<file path="config.mk">
export PLATFORM = sky130hd
export DESIGN_NAME = hs_sqrt
export DESIGN_NICKNAME = d
export VERILOG_FILES = /design/src/rtl/core/hs_sqrt.sv
export SDC_FILE = /design/constraint.sdc
export NUM_CORES = 2
export LEC_CHECK = 0
export ABC_CLOCK_PERIOD_IN_PS = 3640
export BUFFER_PORTS_ARGS = -buffer_cell sky130_fd_sc_hd__buf_2
export CAP_MARGIN = 15
export CORE_MARGIN = 2
export CORE_UTILIZATION = 24
export CTS_CLUSTER_SIZE = 40
export DETAILED_ROUTE_END_ITERATION = 12
export PLACE_DENSITY = 0.48
export SLEW_MARGIN = 20
export SYNTH_ARGS = -nofsm -noshare
export SYNTH_HDL_FRONTEND = slang
export SYNTH_MEMORY_MAX_BITS = 65536
export SYNTH_SLANG_ARGS = --single-unit
</file>
<file path="constraint.sdc">
create_clock -name clock -period 3.64 [get_ports clock]
set_input_delay 0.546 -clock clock [delete_from_list [all_inputs] [get_ports clock]]
set_output_delay 0.546 -clock clock [all_outputs]
set_load 0.02 [all_outputs]
</file>
<file path="src/rtl/core/hs_sqrt.sv">
module hs_sqrt #(
   parameter int ROOT_W = 32,
   parameter int TAG_W  = 8
) (
   input  logic                clock,
   input  logic                reset,
   input  logic                en,
   input  logic                in_valid,
   input  logic [2*ROOT_W-1:0] in_val,
   input  logic [TAG_W-1:0]    in_tag,
   output logic                out_valid,
   output logic [ROOT_W-1:0]   out_root,
   output logic [TAG_W-1:0]    out_tag
);

   localparam int VW    = 2 * ROOT_W;
   localparam int REM_W = ROOT_W + 3;

   logic [ROOT_W:0]    v_ff;
   logic [REM_W-1:0]   rem_ff  [ROOT_W+1];
   logic [ROOT_W-1:0]  root_ff [ROOT_W+1];
   logic [VW-1:0]      val_ff  [ROOT_W+1];
   logic [TAG_W-1:0]   tag_ff  [ROOT_W+1];

   always_ff @(posedge clock) begin
      if (reset) begin
         v_ff[0] <= 1'b0;
      end else if (en) begin
         v_ff[0] <= in_valid;
      end
      if (en) begin
         rem_ff[0]  <= '0;
         root_ff[0] <= '0;
         val_ff[0]  <= in_val;
         tag_ff[0]  <= in_tag;
      end
   end

   // one root bit per stage: bring down two radicand bits and try root*4+1
   for (genvar k = 0; k < ROOT_W; k++) begin : g_stage
      logic [REM_W-1:0] rs;
      logic [REM_W-1:0] trial;
      logic             ge;

      always_comb begin
         rs    = {rem_ff[k][REM_W-3:0], val_ff[k][VW-1:VW-2]};
         trial = {1'b0, root_ff[k], 2'b01};
         ge    = rs >= trial;
      end

      always_ff @(posedge clock) begin
         if (reset) begin
            v_ff[k+1] <= 1'b0;
         end else if (en) begin
            v_ff[k+1] <= v_ff[k];
         end
         if (en) begin
            rem_ff[k+1]  <= ge ? rs - trial : rs;
            root_ff[k+1] <= {root_ff[k][ROOT_W-2:0], ge};
            val_ff[k+1]  <= {val_ff[k][VW-3:0], 2'b00};
            tag_ff[k+1]  <= tag_ff[k];
         end
      end
   end

   assign out_valid = v_ff[ROOT_W];
   assign out_root  = root_ff[ROOT_W];
   assign out_tag   = tag_ff[ROOT_W];

endmodule

</file>
# Word level (Yosys, flattened, before mapping)
# Memories as Yosys holds them, arrays and structs flattened.
# Cells that the tools add are included.
dict set report word_totals {
  mem_count 4
  word_cells 135
  output_inout_bits 41
  input_bits 76
  mem_bits_rw 4587
  ff_bits 33
}
dict set report op_classes {
  add_sub_neg 32
  muxes 34
  n_lt_le_gt_ge 32
}
# memory depth word_bits rd rd_ports_with_merged_regs wr line
set memory_table {}
lappend memory_table {val_ff 33 64 32 0 33 22} ;# logic [VW-1:0] val_ff [ROOT_W+1];
lappend memory_table {rem_ff 33 35 32 0 33 20} ;# logic [REM_W-1:0] rem_ff [ROOT_W+1];
lappend memory_table {root_ff 33 32 33 0 33 21} ;# logic [ROOT_W-1:0] root_ff [ROOT_W+1];
lappend memory_table {tag_ff 33 8 33 0 33 23} ;# logic [TAG_W-1:0] tag_ff [ROOT_W+1];
# op n
set ops {}
lappend ops {{35-bit by 34-bit greater-or-equal comparator with 1-bit output} 32}
lappend ops {{35-bit 2-to-1 mux} 32}
lappend ops {{35-bit by 34-bit subtractor with 35-bit output} 32}
lappend ops {{1-bit 2-to-1 mux} 2}

# Longest topological paths before layout
# An unclocked memory read counts as a cell.
dict set report logic_depth {
  ltp_word 3
  depth_mapped 15
  mapped_depth_nobuf 12
}

# Worst setup path before layout
# Ideal clock, no wire load.
dict set report synth_path {
  kind {reg2reg}
  startpoint {mem rem_ff[0][337] in the netlist's numbering}
  endpoint {mem rem_ff[0][360] in the netlist's numbering, data pin}
  required_ps 3386
  t_arrival_ps 3435
  n_path_buf 1
  period_less_slack_ps 3690
  path_stages_with_launch 11
  path_slack_ps -50
  setup_time_ps 254
  path_cell_list {edfxtp_1 -> or4_1 -> or3_1 -> or4b_1 -> or4_1 -> nand2b_1 -> or4_4 -> nor3_4 -> inv_2 -> buf_6 -> o21a_1}
}
# element line
set synth_lines {}
lappend synth_lines {{start: declaration} 20}

==> results.sh <==
export IMPL_place_ws_ns=-0.0936
export IMPL_numClockSinks=2855
export IMPL_min_from="reset"
export IMPL_layout_min_cycle_time_ns=3.64
export IMPL_h_tree_depth=5
export IMPL_numPlacedInstances=16700
export IMPL_cts_tree="yes"
export IMPL_grt_pass1_vias=72300
export IMPL_die_x_um=730
export IMPL_synthTopCellsByArea="edfxtp_1, ha_1, xnor2_1"
export IMPL_routed_wl_mm=264
export IMPL_rrSetupSlack_ns=0.0009
export IMPL_leakagePower_nw=56.7
export IMPL_first_iter_violations=4312
export IMPL_tns_ns=0
export IMPL_clockRootBuffer="clkbuf_16"
export IMPL_die_area_sq_um=533000
export IMPL_grt_first_pass_wirelength_mm=415
export IMPL_ant_nets=0
export IMPL_async_reset_ff_frac=0
export IMPL_synth_top_area_share=0.670
export IMPL_tightest_slew_ns=0.808
export IMPL_cts_clk_slew_worst_paths_ns=0.06
export IMPL_synth_main_ff_cell="edfxtp_1"
export IMPL_grt_total_usage=0.0967
export IMPL_final_cell_mix="edfxtp_1, inv_1, nand2_1"
export IMPL_fmax_mhz=275
export IMPL_place_congestion=0.828
export IMPL_syn_inst=9292
export IMPL_area_growth_synth_to_final_pct=20.0
export IMPL_synth_area_per_cell_sq_um=13.6
export IMPL_grt_max_degree=88
export IMPL_grt_overflow_total=0
export IMPL_maxCapViolCount=0
export IMPL_ios=117
export IMPL_fin_cells=17400
export IMPL_vias=72200
export IMPL_antenna_found_initial=2
export IMPL_cts_buffers=332
export IMPL_rsz0062_at_grt="yes"
export IMPL_finalCritPeriodShare=1.00
export IMPL_vdd_drop_max_v=0.000440
export IMPL_finalNetCount=10800
export IMPL_dr_pass1_iters=7
export IMPL_power_density_nw_per_um2=617
export IMPL_n_fill_cell=53200
export IMPL_synth_edff_count=2822
export IMPL_crit_fanout=7
export IMPL_start_kind="register"
export IMPL_rr_startpoint="rem_ff[0][337]"
export IMPL_cp_arrival_ns=4.30
export IMPL_clockBufferDepth=4
export IMPL_syn_area_sq_um=127000
export IMPL_drcViolationCount=0
export IMPL_rows=266
export IMPL_finalHoldViolations=0
export IMPL_drive_gt1_frac=0.128
export IMPL_startpoint="rem_ff[0][337]"
export IMPL_core_area_sq_um=525000
export IMPL_worst_hold_path_type="in -> reg"
export IMPL_setup_viol=0
export IMPL_clock_latency_ns=0.97
export IMPL_post_route_util=0.289
export IMPL_ys_seq_elements=2855
export IMPL_dpl_hpwl_mm=189
export IMPL_yosysTopAreaCell="edfxtp_1"
export IMPL_die_y_um=730
export IMPL_run_status="completed"
export IMPL_required_ns=4.30
export IMPL_via_per_inst=4.15
export IMPL_synth_net_count=9929
export IMPL_initial_core_util=0.241
export IMPL_skew_ns=0.0953
export IMPL_hold_ws_ns=0.148
export IMPL_slew_headroom=0.456
export IMPL_wl_per_cell_um=15.2
export IMPL_worstSetupPathType="reg -> reg"
export IMPL_end_kind="register"
export IMPL_portBuffers=116
export IMPL_final_common_cell="edfxtp_1"
export IMPL_yosysWarnings=0
export IMPL_drv_slew=0
export IMPL_ys_seq_area_frac=0.675
export IMPL_fin_ws_ns=0.000933
export IMPL_yosysUniqueCellTypes=85
repair_timing:
action / CTS / global route
hold buffers: 73 / 0
resized for setup: 18 / 85
pin swaps: 5 / 8
buffers inserted: 3 / 6
gates cloned: 0 / 0
hold endpoints to repair: 73 / 0
setup endpoints to repair: 44 / 276
stage by stage:
stage	area (sq um)	power, mW
after floorplan	127000	55.0
after global placement	140000	61.8
after detailed placement	140000	61.8
after CTS	151000	95.1
after global routing	152000	98.8
final	152000	93.6
worst paths after layout:
| path | end | cells after the start |
|---|---|---|
| worst min register to register | val_ff[0][871] | 0 |
| worst min-delay path | v_ff[2] | 2 |
| worst max-delay path | rem_ff[0][372] | 11 |
| worst max register to register | rem_ff[0][372] | 11 |
cell type report:
class                   count  area [sq um]  area share
multi-input cells        5558         38300       0.252
diodes                      6          15.0   0.0000989
well taps                6968          8720      0.0574
flip-flops and latches   2855         85400       0.563
inverters                 713          2690      0.0177
clock buffers             414          8680      0.0572
repair buffers            707          6060      0.0399
clock inverters           186          1960      0.0129
worst max-delay path: stages (launching register included):
cell	delay (ns)
edfxtp_1	0.38
or4_4	0.55
or3_4	0.34
or4b_4	0.49
or4_4	0.43
nand2b_4	0.15
or4_4	0.45
nor3_4	0.16
buf_12	0.16
nor4b_4	0.07
nand3b_1	0.13
xnor2_1	0.07
synth_stat cells (54+ instances only):
master    instances
nor2_1          530
ha_1            561
or3_1            90
clkbuf_1        156
nor4_1          106
nor2b_1          95
nor3_1          203
edfxtp_1       2822
and3_1           65
o21ai_0         506
nand4_1          90
xor2_1          395
o21a_1           89
nand2b_1        126
xnor2_1         408
a21o_1          246
a21oi_1         509
or4_1            54
mux2_2          107
inv_1           712
nand3_1         143
nand2_1         618
per-layer routing:
metal	vias to the layer above	track usage	part of all wire
met4	0	0.0305	0.032
met1	34500	0.122	0.45
met2	1010	0.168	0.49
met5	-	0	0
met3	461	0.0163	0.037
li1	36300	-	-
cells by family (layout without fill, tap and decap cells):
kind of cell | count (synthesis) | in the layout | synth area share
mux | 154 | 154 | 0.0132
buf+inv | 879 | 2020 | 0.0261
simple gates | 2286 | 2286 | 0.0892
flops | 2855 | 2855 | 0.675
other cells | 1 | 7 | 0.0000296
fa+ha+maj | 561 | 561 | 0.0555
xor+xnor | 803 | 803 | 0.0556
compound gates | 1753 | 1753 | 0.0854
where the power goes:
part | switching, mW | total, mW | internal (mW) | leakage [nW]
Clock | 13.7 | 32.4 | 18.7 | 5.13
Combinational | 9.82 | 17.7 | 7.88 | 24.1
Sequential | 2.46 | 43.5 | 41.0 | 27.5
state kept, by name, summed over array words and instances (netlist names):
register   count
out_valid      1
root_ff      528
v_ff          32
rem_ff       974
val_ff      1056
tag_ff       264
Note: power is estimated with default switching activity, not from simulation.
