### config.mk
export PLATFORM = sky130hd
export DESIGN_NAME = hs_div
export DESIGN_NICKNAME = d
export VERILOG_FILES = /design/src/rtl/core/hs_div.sv
export SDC_FILE = /design/constraint.sdc
export NUM_CORES = 2
export LEC_CHECK = 0
export BUFFER_PORTS_ARGS = -buffer_cell sky130_fd_sc_hd__buf_2
export CAP_MARGIN = 20
export CORE_MARGIN = 2
export CORE_UTILIZATION = 55
export CTS_CLUSTER_SIZE = 28
export DETAILED_ROUTE_END_ITERATION = 7
export GPL_ROUTABILITY_DRIVEN = 0
export MAX_ROUTING_LAYER = met4
export PLACE_DENSITY = 0.76
export SYNTH_ARGS = -nofsm -noshare
export SYNTH_HDL_FRONTEND = slang
export SYNTH_SLANG_ARGS = --single-unit
### constraint.sdc
create_clock -name clock -period 7.45 [get_ports clock]
set_input_delay 0.3725 -clock clock [delete_from_list [all_inputs] [get_ports clock]]
set_output_delay 0.3725 -clock clock [all_outputs]
set_load 0.01 [all_outputs]
### src/rtl/core/hs_div.sv
module hs_div #(
   parameter int NUM_W = 33,
   parameter int DEN_W = 18,
   parameter int Q_W   = 32,
   parameter int TAG_W = 2
) (
   input  logic             clock,
   input  logic             reset,
   input  logic             en,
   input  logic             in_valid,
   input  logic [NUM_W-1:0] in_num,
   input  logic [DEN_W-1:0] in_den,
   input  logic [TAG_W-1:0] in_tag,
   output logic             out_valid,
   output logic [Q_W-1:0]   out_q,
   output logic             out_ovf,
   output logic [TAG_W-1:0] out_tag
);

   localparam int HI_W  = NUM_W - Q_W;
   localparam int CMP_W = (HI_W > DEN_W) ? HI_W : DEN_W;

   logic [Q_W:0]     v_ff;
   logic [DEN_W-1:0] rem_ff [Q_W+1];
   logic [Q_W-1:0]   low_ff [Q_W+1];
   logic [Q_W-1:0]   q_ff   [Q_W+1];
   logic [DEN_W-1:0] den_ff [Q_W+1];
   logic [Q_W:0]     ovf_ff;
   logic [TAG_W-1:0] tag_ff [Q_W+1];

   logic [HI_W-1:0]  hi;
   logic             ovf_in;

   always_comb begin
      hi     = in_num[NUM_W-1:Q_W];
      ovf_in = CMP_W'(hi) >= CMP_W'(in_den);
   end

   always_ff @(posedge clock) begin
      if (reset) begin
         v_ff[0] <= 1'b0;
      end else if (en) begin
         v_ff[0] <= in_valid;
      end
      if (en) begin
         rem_ff[0] <= ovf_in ? '0 : DEN_W'(hi);
         low_ff[0] <= in_num[Q_W-1:0];
         q_ff[0]   <= '0;
         den_ff[0] <= in_den;
         ovf_ff[0] <= ovf_in;
         tag_ff[0] <= in_tag;
      end
   end

   // one quotient bit per stage, restoring
   for (genvar k = 0; k < Q_W; k++) begin : g_stage
      logic [DEN_W:0] rs;
      logic [DEN_W:0] diff;
      logic           ge;

      always_comb begin
         rs   = {rem_ff[k], low_ff[k][Q_W-1]};
         diff = rs - {1'b0, den_ff[k]};
         ge   = rs >= {1'b0, den_ff[k]};
      end

      always_ff @(posedge clock) begin
         if (reset) begin
            v_ff[k+1] <= 1'b0;
         end else if (en) begin
            v_ff[k+1] <= v_ff[k];
         end
         if (en) begin
            rem_ff[k+1] <= ge ? diff[DEN_W-1:0] : rs[DEN_W-1:0];
            low_ff[k+1] <= {low_ff[k][Q_W-2:0], 1'b0};
            q_ff[k+1]   <= {q_ff[k][Q_W-2:0], ge};
            den_ff[k+1] <= den_ff[k];
            ovf_ff[k+1] <= ovf_ff[k];
            tag_ff[k+1] <= tag_ff[k];
         end
      end
   end

   assign out_valid = v_ff[Q_W];
   assign out_q     = q_ff[Q_W];
   assign out_ovf   = ovf_ff[Q_W];
   assign out_tag   = tag_ff[Q_W];

endmodule

* Word-level counts from Yosys, hierarchy flattened
Memory sizes are Yosys's and may differ from the RTL's.
Index checks and enable logic that the tools add are counted.
** Cells by class
- Add/subtract/negate cells :: 32
- $lt $le $gt $ge :: 33
- Mux-type cells :: 35
** Operators with widths (number)
- greater-or-equal comparator 19 x 18 -> 1 bit :: 32
- 2-to-1 mux 18 bit :: 32
- subtractor 18 bit :: 32
- greater-or-equal comparator 1 x 18 -> 1 bit :: 1
- 2-to-1 mux 1 bit :: 3
** Storage, ports and cells
- Input bits :: 57
- Output and inout port bits :: 36
- Bits in registers :: 66
- Memories :: 5
- RAM bits :: 3366
- Logic and storage cells :: 171
** Memories
- low_ff :: words 33, bits a word 32, read ports 32, clocked after memory_dff 0, wr ports 33, RTL line 25 : logic [Q_W-1:0] low_ff [Q_W+1];
- q_ff :: words 33, bits a word 32, read ports 33, clocked after memory_dff 0, wr ports 33, RTL line 26 : logic [Q_W-1:0] q_ff [Q_W+1];
- den_ff :: words 33, bits a word 18, read ports 32, clocked after memory_dff 0, wr ports 33, RTL line 27 : logic [DEN_W-1:0] den_ff [Q_W+1];
- rem_ff :: words 33, bits a word 18, read ports 32, clocked after memory_dff 0, wr ports 33, RTL line 24 : logic [DEN_W-1:0] rem_ff [Q_W+1];
- tag_ff :: words 33, bits a word 2, read ports 33, clocked after memory_dff 0, wr ports 33, RTL line 29 : logic [TAG_W-1:0] tag_ff [Q_W+1];

* Depth between registers and ports, before layout
- Depth in word-level cells :: 2
- Mapped depth :: 13
- Depth with buffers taken out :: 12

* Least setup slack after synthesis
OpenSTA, ideal clock, no wires.
- Kind :: flip-flop to flip-flop
- From :: memory rem_ff[6][0] (netlist: rem_ff[0][108])
- To :: memory rem_ff[7][9] (netlist: rem_ff[0][135]), data pin
- Data required time :: 7190 ps
- Clock period less this slack :: 3128 ps
- Buffers on the path :: 1
- Setup time :: 260 ps
- Cell stages (with the launch flop) :: 11
- Path slack :: 4322 ps
- Arrival :: 2869 ps
- Cell sequence :: edfxtp_1 > ha_1 > nor2b_1 > o31a_1 > o41ai_1 > o21bai_1 > o21ai_0 > o21bai_1 > a211oi_4 > buf_4 > mux2_2
** RTL lines (RTL line)
- start: declaration :: 24

==> metrics.md <==
| Metric | Value |
|---|---|
| Total Neg Setup Slack | `0 ns` |
| CTS tree | `yes` |
| Top Layer Used | `met4` |
| #FFs+latches synth | `2,323` |
| Post-DP Area | `107,000 um^2` |
| Post-Route WL | `roughly 180,000 um` |
| Ports | `93` |
| Status | `finished, final reports clean` |
| Crit-path max FO | `10` |
| Vias | `just under 60,000` |
| Rel. slew slack | `26.9%` |
| Core ar. | `around 190,000 um^2` |
| Final HPWL DP | `between 100,000 and 150,000 um` |
| Share of cells above drive strength 1 | `10.9%` |
| Ys Warns | `0` |
| Max-Cap Viols | `0` |
| Clk sinks | `2,323` |
| Final Setup Violations | `0` |
| Area growth syn-to-layout | `11.4%` |
| Worst setup SP type | `flip-flop` |
| Met3 Wirelength | `between 9000 and 10,000 um` |
| Worst Setup Path Type | `flip-flop to flip-flop` |
| Setup crit end kind | `flip-flop` |
| Vias in the first global route | `between 50,000 and 60,000` |
| Critical R2R Capture | `rem_ff[0][203]` |
| Peak supply drop | `0.000342 V` |
| Worst path required time | `roughly 8.0 ns` |
| Critical Path AT | `approximately 4.4 ns` |
| Leakage power | `between 40 and 50 nW` |
| Pwr Density | `roughly 400 nW/um^2` |
| Cell area after layout | `roughly 120,000 um^2` |
| DRT met1 WL | `approximately 77,000 um` |
| Worst hold path startpoint | `en` |
| Syn avg cell area | `14.4 um^2` |
| Synth Cell Area | `around 100,000 um^2` |
| Most common cell after layout, fill and taps aside | `edfxtp_1` |
| FF-to-FF Start | `den_ff[0][181]` |
| Initial antenna violation count | `4` |
| Worst Hold Path EP | `low_ff[0][266]` |
| FF-to-FF setup slack | `3.68 ns` |
| Maximum clock frequency | `0.265 GHz` |
| NumNets Final | `8,193` |
| Die width | `438 um` |
| Total CTS buffers | `around 230` |
| Pre-CTS setup slack | `3.65 ns` |
| Slew Viols, Final | `0` |
| Die height | `438 um` |
| First-pass iteration count of the detailed router | `7` |
| Final hold viol count | `0` |
| Hold_buf cts | `between 50 and 60` |
| Die Footprint | `around 190,000 um^2` |
| Cells after Synth | `7,216` |
| Root Driver | `clkbuf_16` |
| # H-tree levels | `4` |
| Final critical-path setup slack | `around 3.7 ns` |
| EDFF count, synth | `2,290` |
| Distinct cells, synth | `89` |
| Gr usage total | `19.6%` |
| DRT iter0 DRCs | `4,695` |
| Skew final | `0.0291 ns` |
| # DRC | `0` |
| Fin Hold WS | `0.122 ns` |
| Largest net degree at the start of global routing | `178` |
| Synthesized net count | `between 7,000 and 8,000` |
| Global-route wire length before repair | `296,000 um` |
| WL/cell | `around 18 um` |
| Final period util | `50.7%` |
| WHS Path Cells | `1` |
| Leading area contributor after synthesis | `edfxtp_1` |
| IO buf count | `92` |
| Vias/cell | `between 5 and 6` |
| Clock Pin Slew Worst Setup and Hold Paths | `0.06 ns` |
| Commonest non-fill, non-tap cells in the layout | `2,290 x edfxtp_1, 698 x inv_1, 561 x ha_1, 458 x a21oi_1, 340 x nand2_1` |
| Antenna viol nets, final | `0` |
| Sequential share of the synthesized area | `67.0%` |
| Reg2Reg Depth | `10` |
| Met2 wire len | `slightly above 90,000 um` |
| CTS-repair resized insts | `0` |
| Yosys top cell area share | `66.4%` |
| GRT overflow | `0` |
| Top FF cell, synth | `edfxtp_1` |
| Worst min path class | `input port to flip-flop` |
| FP Rows | `159` |
| Clock Path Buffers | `3` |
| Worst Tran Pin Value | `approximately 1.1 ns` |
| Post-CTS Setup Bufs | `0` |
| Starting Density | `55.3%` |
| Clock latency on the worst-skew pair | `0.86 ns` |
| Async S/R FF share, synth | `0%` |
| Top post-synthesis cells by area | `edfxtp_1 66%, ha_1 6.8%, mux2_2 3.3%` |
| Post-layout min period | `3.77 ns` |
| Unrepaired setup endpoints after global routing | `no` |
area by class of cell:
cell class                      count  area (um^2)
Sequential cell                  2323        69400
Inverter                          698         2620
Clock buffer                      283         6100
Multi-Input combinational cell   4096        31100
Tap cell                         2495         3120
Antenna cell                        2         5.00
Clock inverter                    148         1400
Fill cell                       13755        72000
Timing Repair Buffer              192         1580
power breakdown:
group | switching, mW | internal (mW) | leakage (nW)
logic | 8.35 | 7.21 | 17.6
registers | 1.33 | 17.6 | 22.7
clock network | 4.85 | 6.58 | 3.63
total | 14.5 | 31.4 | 43.9
worst max path at each step:
stage | startpoint | to
floorplan | rem_ff[0][108] | rem_ff[0][135]
global placement | den_ff[0][145] | rem_ff[0][163]
detailed placement | den_ff[0][145] | rem_ff[0][167]
CTS | den_ff[0][145] | rem_ff[0][172]
global route | rem_ff[0][126] | rem_ff[0][154]
finish | den_ff[0][181] | rem_ff[0][203]
routing by layer:
metal	global-route usage (%)	vias to the layer above
li1	-	27698
met1	24.3	27920
met2	32.4	1562
met3	3.10	485
met4	7.69	0
met5	-	-
through the flow:
stage               util (%)  instances  power (mW)
floorplan                  -       7216        30.7
global placement        57.2       9743        33.7
detailed placement      57.2       9744        34.4
CTS                     61.5      10231        46.1
global route            61.6      10237        48.6
finish                  61.6      10237        45.9
critical path: stages (launching register included):
cell	delay [ns]
edfxtp_1	0.51
inv_1	0.13
ha_1	0.30
nor2b_1	0.16
o31a_1	0.27
o221a_2	0.27
o21ai_2	0.24
o31ai_1	0.16
a2111oi_4	0.78
buf_4	0.33
mux2_2	0.37
cells in the mapped netlist, drive strengths merged, types with 22 or more instances:
cell and number:
o21ai 356, nor3 94, xnor2 289, and3 36
o31a 25, clkbuf 72, nor4 29, o21bai 52
o21a 112, a31oi 42, nand3 76, a2111oi 22
buf 27, nor2b 62, dfxtp 33, ha 561
a211oi 70, mux2i 63, mux2 352, a21oi 462
o31ai 51, nand2b 52, xor2 136, and2 24
o211ai 31, fa 31, a21o 140, edfxtp 2290
nand4 63, inv 698, nand2 340, nor2 336
registers in the layout (all words and copies together) (netlist names):
register and flops:
den_ff 576, low_ff 528, out_ovf 1, out_valid 1
ovf_ff 32, q_ff 528, rem_ff 559, tag_ff 66
v_ff 32
cell families after synthesis:
| logic type | Yosys count | share of synthesized area (%) |
|---|---|---|
| AOI/OAI and AO/OA | 1498 | 9.30 |
| adders and majority gates | 592 | 7.38 |
| buffers and inverters | 797 | 2.98 |
| and+or+nand+nor | 1166 | 5.28 |
| muxes | 415 | 4.46 |
| xor gates and xnor gates | 425 | 3.59 |
| DFF | 2323 | 67.0 |
No activity file was read; power rests on OpenSTA's default activity.
